File: config.mk
export PLATFORM = sky130hd
export DESIGN_NAME = bbs_cell
export DESIGN_NICKNAME = d
export VERILOG_FILES = /design/src/hw/rtl/bbs_pkg.sv /design/src/hw/rtl/bbs_cell.sv
export SDC_FILE = /design/constraint.sdc
export NUM_CORES = 1
export LEC_CHECK = 0
export ABC_AREA = 0
export BUFFER_PORTS_ARGS = -buffer_cell sky130_fd_sc_hd__buf_2
export CAP_MARGIN = 10
export CORE_AREA = 2 2 113 115
export DETAILED_ROUTE_END_ITERATION = 8
export DIE_AREA = 0 0 115 117
export GPL_TIMING_DRIVEN = 0
export PLACE_DENSITY = 0.93
export SYNTH_ARGS = -nofsm -noshare
export SYNTH_HDL_FRONTEND = slang
export SYNTH_SLANG_ARGS = --single-unit
File: constraint.sdc
create_clock -name clock -period 21.4 [get_ports clock]
set_clock_uncertainty 0.1 [all_clocks]
set_input_delay 1.07 -clock clock [delete_from_list [all_inputs] [get_ports clock]]
set_output_delay 1.07 -clock clock [all_outputs]
set_load 0.02 [all_outputs]
File: src/hw/rtl/bbs_pkg.sv
package bbs_pkg;

   localparam int WORD_BITS = 32;
   localparam int CNT_W     = 6;

   localparam logic [1:0] REG_MODULUS = 2'd0;
   localparam logic [1:0] REG_SEED    = 2'd1;
   localparam logic [1:0] REG_BITS    = 2'd2;

   typedef enum logic [1:0] {
      ST_IDLE,
      ST_RED,
      ST_SQR,
      ST_DONE
   } state_type;

   typedef struct packed {
      logic token;
      logic mbit;
   } cell_ctl_type;

endpackage

File: src/hw/rtl/bbs_cell.sv
module bbs_cell #(
   parameter int MOD_WIDTH = 32
) (
   input  logic                  clock,
   input  logic                  reset,
   input  bbs_pkg::cell_ctl_type ctl,
   input  logic [MOD_WIDTH-1:0]  acc_in,
   input  logic [MOD_WIDTH-1:0]  mcand,
   input  logic [MOD_WIDTH-1:0]  modulus,
   output logic                  token_out,
   output logic [MOD_WIDTH-1:0]  acc_out
);

   logic                 token_ff;
   logic [MOD_WIDTH-1:0] acc_ff, acc_in_n;
   logic [MOD_WIDTH:0]   dbl, dred, sum;

   // shift one multiplier bit in: acc = 2*acc + bit*mcand, both reduced by one subtract
   always_comb begin
      dbl  = {acc_in, 1'b0};
      dred = (dbl >= {1'b0, modulus}) ? dbl - {1'b0, modulus} : dbl;
      sum  = dred + {1'b0, mcand};
      if (ctl.mbit) begin
         acc_in_n = (sum >= {1'b0, modulus}) ? MOD_WIDTH'(sum - {1'b0, modulus})
                                             : MOD_WIDTH'(sum);
      end else begin
         acc_in_n = MOD_WIDTH'(dred);
      end
   end

   always_ff @(posedge clock) begin
      if (reset) begin
         token_ff <= 1'b0;
      end else begin
         token_ff <= ctl.token;
      end
      if (ctl.token) begin
         acc_ff <= acc_in_n;
      end
   end

   assign token_out = token_ff;
   assign acc_out   = acc_ff;

endmodule

# After elaboration in Yosys (flattened, before gate mapping)
# Cells that the tools add are included.
dict set report classes {
  magnitude_cmp 2
  addsub 3
  muxes 3
}
# operator n
set ops {}
lappend ops {{33-bit by 32-bit >= comparator with 1-bit output} 2}
lappend ops {{32-bit 2-to-1 mux} 2}
lappend ops {{33-bit by 32-bit adder with 33-bit output} 1}
lappend ops {{33-bit 2-to-1 mux} 1}
lappend ops {{33-bit by 32-bit subtractor with 33-bit output} 1}
lappend ops {{32-bit subtractor} 1}
dict set report totals {
  regBits 33
  input_bits 100
  output_inout_bits 33
}

# Logic depth before layout (Yosys ltp)
dict set report depth {
  ltp_word 6
  ltp_mapped 33
  mapped_depth_nobuf 31
}

# Worst setup path before layout
# OpenSTA, ideal clock, no wires.
dict set report synth_path {
  kind {in2reg}
  from {input modulus[15]}
  to {register acc_ff[12] (netlist: acc_out[12]) (data pin)}
  required_ps 21133
  setup_time_ps 167
  slack_ps 13311
  stages 30
  arrival_ps 7822
  cell_sequence {inv_1 -> ha_1 -> buf_2 -> and4_1 -> or3b_1 -> a211oi_2 -> o31ai_2 -> o221a_4 -> o41ai_4 -> buf_2 -> buf_2 -> a21oi_1 -> ha_1 -> nor2b_1 -> o31a_1 -> o21ai_0 -> o21bai_1 -> a21oi_1 -> xnor2_1 -> ha_1 -> a211o_1 -> or2_1 -> o211ai_1 -> a21oi_1 -> nor3_1 -> o21ai_1 -> a41oi_1 -> clkbuf_1 -> a211oi_1 -> a211oi_1}
}
dict set report synth_between {
  elab_chain_cells 6
}
# item line_no
set synth_rtl {}
lappend synth_rtl {{start, declared} bbs_cell.sv:9} ;# input logic [MOD_WIDTH-1:0] modulus,
lappend synth_rtl {{33-bit by 32-bit subtractor with 33-bit output / 33-bit by 32-bit >= comparator with 1-bit output (equally long branches)} bbs_cell.sv:21} ;# dred = (dbl >= {1'b0, modulus}) ? dbl - {1'b0, modulus} : dbl;
lappend synth_rtl {{33-bit 2-to-1 mux} bbs_cell.sv:21}
lappend synth_rtl {{33-bit by 32-bit adder with 33-bit output} bbs_cell.sv:22} ;# sum = dred + {1'b0, mcand};
lappend synth_rtl {{33-bit by 32-bit >= comparator with 1-bit output / 32-bit subtractor (equally long branches)} bbs_cell.sv:24} ;# acc_in_n = (sum >= {1'b0, modulus}) ? MOD_WIDTH'(sum - {1'b0, modulus})
lappend synth_rtl {{32-bit 2-to-1 mux} bbs_cell.sv:24}
lappend synth_rtl {{32-bit 2-to-1 mux (*)} bbs_cell.sv:23} ;# if (ctl.mbit) begin
lappend synth_rtl {{via acc_in_n[12]} bbs_cell.sv:15} ;# logic [MOD_WIDTH-1:0] acc_ff, acc_in_n;
lappend synth_rtl {{end signal, assigned} bbs_cell.sv:38} ;# acc_ff <= acc_in_n;
lappend synth_rtl {{end, declared} bbs_cell.sv:15}
# The timed path passes the listed nets; every way through them passes the cells marked *.
# A chain may end at the register's enable or synchronous reset.

# Worst setup path in the final report
dict set report layout_path {
  from {input modulus[11]}
  to {register acc_ff[7] (netlist: acc_out[7]) (data pin)}
}
# The elaborated chain is that of the path after synthesis.

==> run summary <==
Initial Utilization = 0.5833
Psw = 483.5 uW
CTS Buffer Depth = 2
via count = 8,026
post-synth net total = 1,161
Die Y = 117 um
Leak = 0.003772 uW
CP bufs+invs = 6
Hold Crit Class = in -> reg
Routed WL = 23.24 mm
CTS clk-pin slew, worst paths = 50 ps
CTS buffer count = 5
Crit path max-delay family = compound AO/OA/AOI/OAI gates
Synth area leaders = ha_1 17%, edfxtp_1 13%, a21oi_1 7.3%, xnor2_1 6.5%, nor2_1 5.7%
Setup TNS Final = 0 ps
required arrival time at the worst endpoint = 21,350 ps
vias per cell = 6.416
num rows = 41
area grow syn2layout = 14.15%
CP peak stage delay = 900 ps
Post-CTS Setup Repair Bufs = 0
drt first pass iters = 8
minimum clock period = 10,670 ps
HPWL after detailed placement = 19.37 mm
HP Start = reset
crit path DAT = 10,620 ps
DRC Markers = 0
startpoint type of the worst setup path = input pin
Worst setup EP type = flop
sequential share of power = 0.119
Yosys warnings = 0
unrepaired setup endpoints after global routing = false
Gates resized, CTS repair = 0
Tcrit/Tclk final = 0.4986
share of cells above drive strength 1 = 0.1508
switching share of power = 0.5159
first-pass GRT wire length = 35.67 mm
cts hold-fix bufs = 0
Met3 Wirelength = 2.395 mm
internal power = 453.7 uW
Pwr Density = 114.3 nW/um^2
register area = 980.9 um^2
max-cap violations = 0
Worst VDD drop = 0.00004413 V
top cell type's share of synthesized area = 0.1672
Crit. Startpoint = modulus[11]
Rel. slew slack = 0.3400
Combinational Power Share = 0.793
most common cell in the netlist = nor2_1
sequential cell area fraction in the yosys report = 0.1366
post-synthesis cell count = 962
ANT nets after route = 0
pin count of the biggest net entering global routing = 34
Synth Area per Inst = 7.466 um^2
# setup viols final = 0
top routing layer in use = met4
leading area contributor after synthesis = ha_1
EDFF count, synth = 32
Overflow after GRT = 0
Max Clk Rate = 93.72 MHz
initial antenna violation count = 0
Final Cell Area = 8198 um^2
Slowest-stage cell, CP = a2111oi_0
fillers = 1,115
met1 WL = 10.37 mm
core footprint = 12,310 um^2
CP Class = in -> reg
CTS Root Cell = clkbuf_16
Clock Power Share = 0.088
vias in the first global route = 7,121
port bufs = 131
commonest cells in the netlist = 109 x nor2_1, 105 x a21oi_1, 96 x ha_1
First DRT Iteration DRCs = 909
clk sinks = 33
CTS tree = done
chip width = 115 um
final hold violations = 0
Least-Margin Pin Slew = 965.0 ps
Cell variety after synth = 76
critical path fanouts, max = 10
wire length per cell = 18.58 um
IO Count = 133
Die Area = 13,460 um^2
antenna cells = 0
multi-input logic area = 5809 um^2
number of nets in the layout = 1,299
final slew viol count = 0
Final GP Congestion = 0.9929
status = completed
Netlist Area Pre-Place = 7182 um^2
met2 WL = 9.680 mm
H-tree Lvls = 2
FFs w/ async S/R, synth = 0
GRT Overall Usage = 0.3362
register bit total from synthesis = 33
placed cell areas = 8025 um^2
Primary FF master, synth = edfxtp_1
registers in the layout (all words and copies together), names as in the netlist:
signal	count
token_out	1
acc_out	32
metal layers:
| metal | track usage | vias to the layer above |
|---|---|---|
| met5 | 0 | - |
| met4 | 0.1133 | 0 |
| met3 | 0.04222 | 68 |
| met1 | 0.4949 | 3602 |
| met2 | 0.5082 | 480 |
| li1 | - | 3876 |
power by group through the flow:
stage,logic [uW],registers [uW],clock network (uW)
final,744,111,82.1
after global placement,708,113,0
after detailed placement,716,113,0
after global routing,808,114,85.3
after CTS,720,112,82.9
after floorplan,515,146,0
path summary, 6_finish.rpt:
check             slack (ps)  cells after the start              endpoint
hold / removal           840                      2  token_out$_SDFF_PP0_
setup / recovery       10730                     31  acc_out[7]$_DFFE_PP_
cell families (layout without fill, tap and decap cells):
logic type / after synthesis / after routing / synth area share
DFF: 33 / 33 / 0.1366
AOI/OAI and AO/OA: 346 / 346 / 0.3216
and+or+nand+nor: 293 / 293 / 0.1930
adders and majority gates: 99 / 99 / 0.1756
buffers and inverters: 100 / 239 / 0.05453
xor gates and xnor gates: 79 / 79 / 0.1000
muxes: 12 / 12 / 0.01864
cell usage in the layout, fill, tap and decap left out, types with 8 or more instances in the layout:
master,Yosys,final
o21ai_0,42,42
o21ai_1,16,16
a21oi_1,105,105
a31oi_1,20,20
ha_1,96,96
nor2_1,109,109
nand2_1,50,50
clkbuf_1,24,25
mux2_2,8,8
o21a_1,13,13
a21o_1,39,39
nand3_1,35,35
o21bai_1,16,16
edfxtp_1,32,32
buf_2,4,135
and2_1,9,9
xor2_1,24,24
nand4_1,11,11
nor3_1,23,23
a211oi_1,20,20
and3_1,13,13
xnor2_1,53,53
nor4_1,10,10
nor2b_1,10,10
inv_1,70,70
through the flow:
stage	hold WS, ps	utilization	worst slack [ps]	cells	power (uW)
floorplan	1042	-	13310	962	660.6
global placement	1128	0.6518	10970	1243	820.5
detailed placement	1128	0.6518	10830	1243	828.7
CTS	838.9	0.6659	11070	1251	915.0
global route	849.0	0.6659	10410	1251	1007
finish	840.8	0.6659	10730	1251	937.2
layout make-up:
cell class | instances | share of cell area
sequential | 33 | 0.1197
clock buffer | 7 | 0.01740
timing repair buffer | 131 | 0.07998
clock inverter | 1 | 0.003663
tap | 150 | 0.02289
buffer | 30 | 0.01572
inverter | 70 | 0.03205
multi-input combinational | 829 | 0.7086
Note: power is estimated with default switching activity, not from simulation.
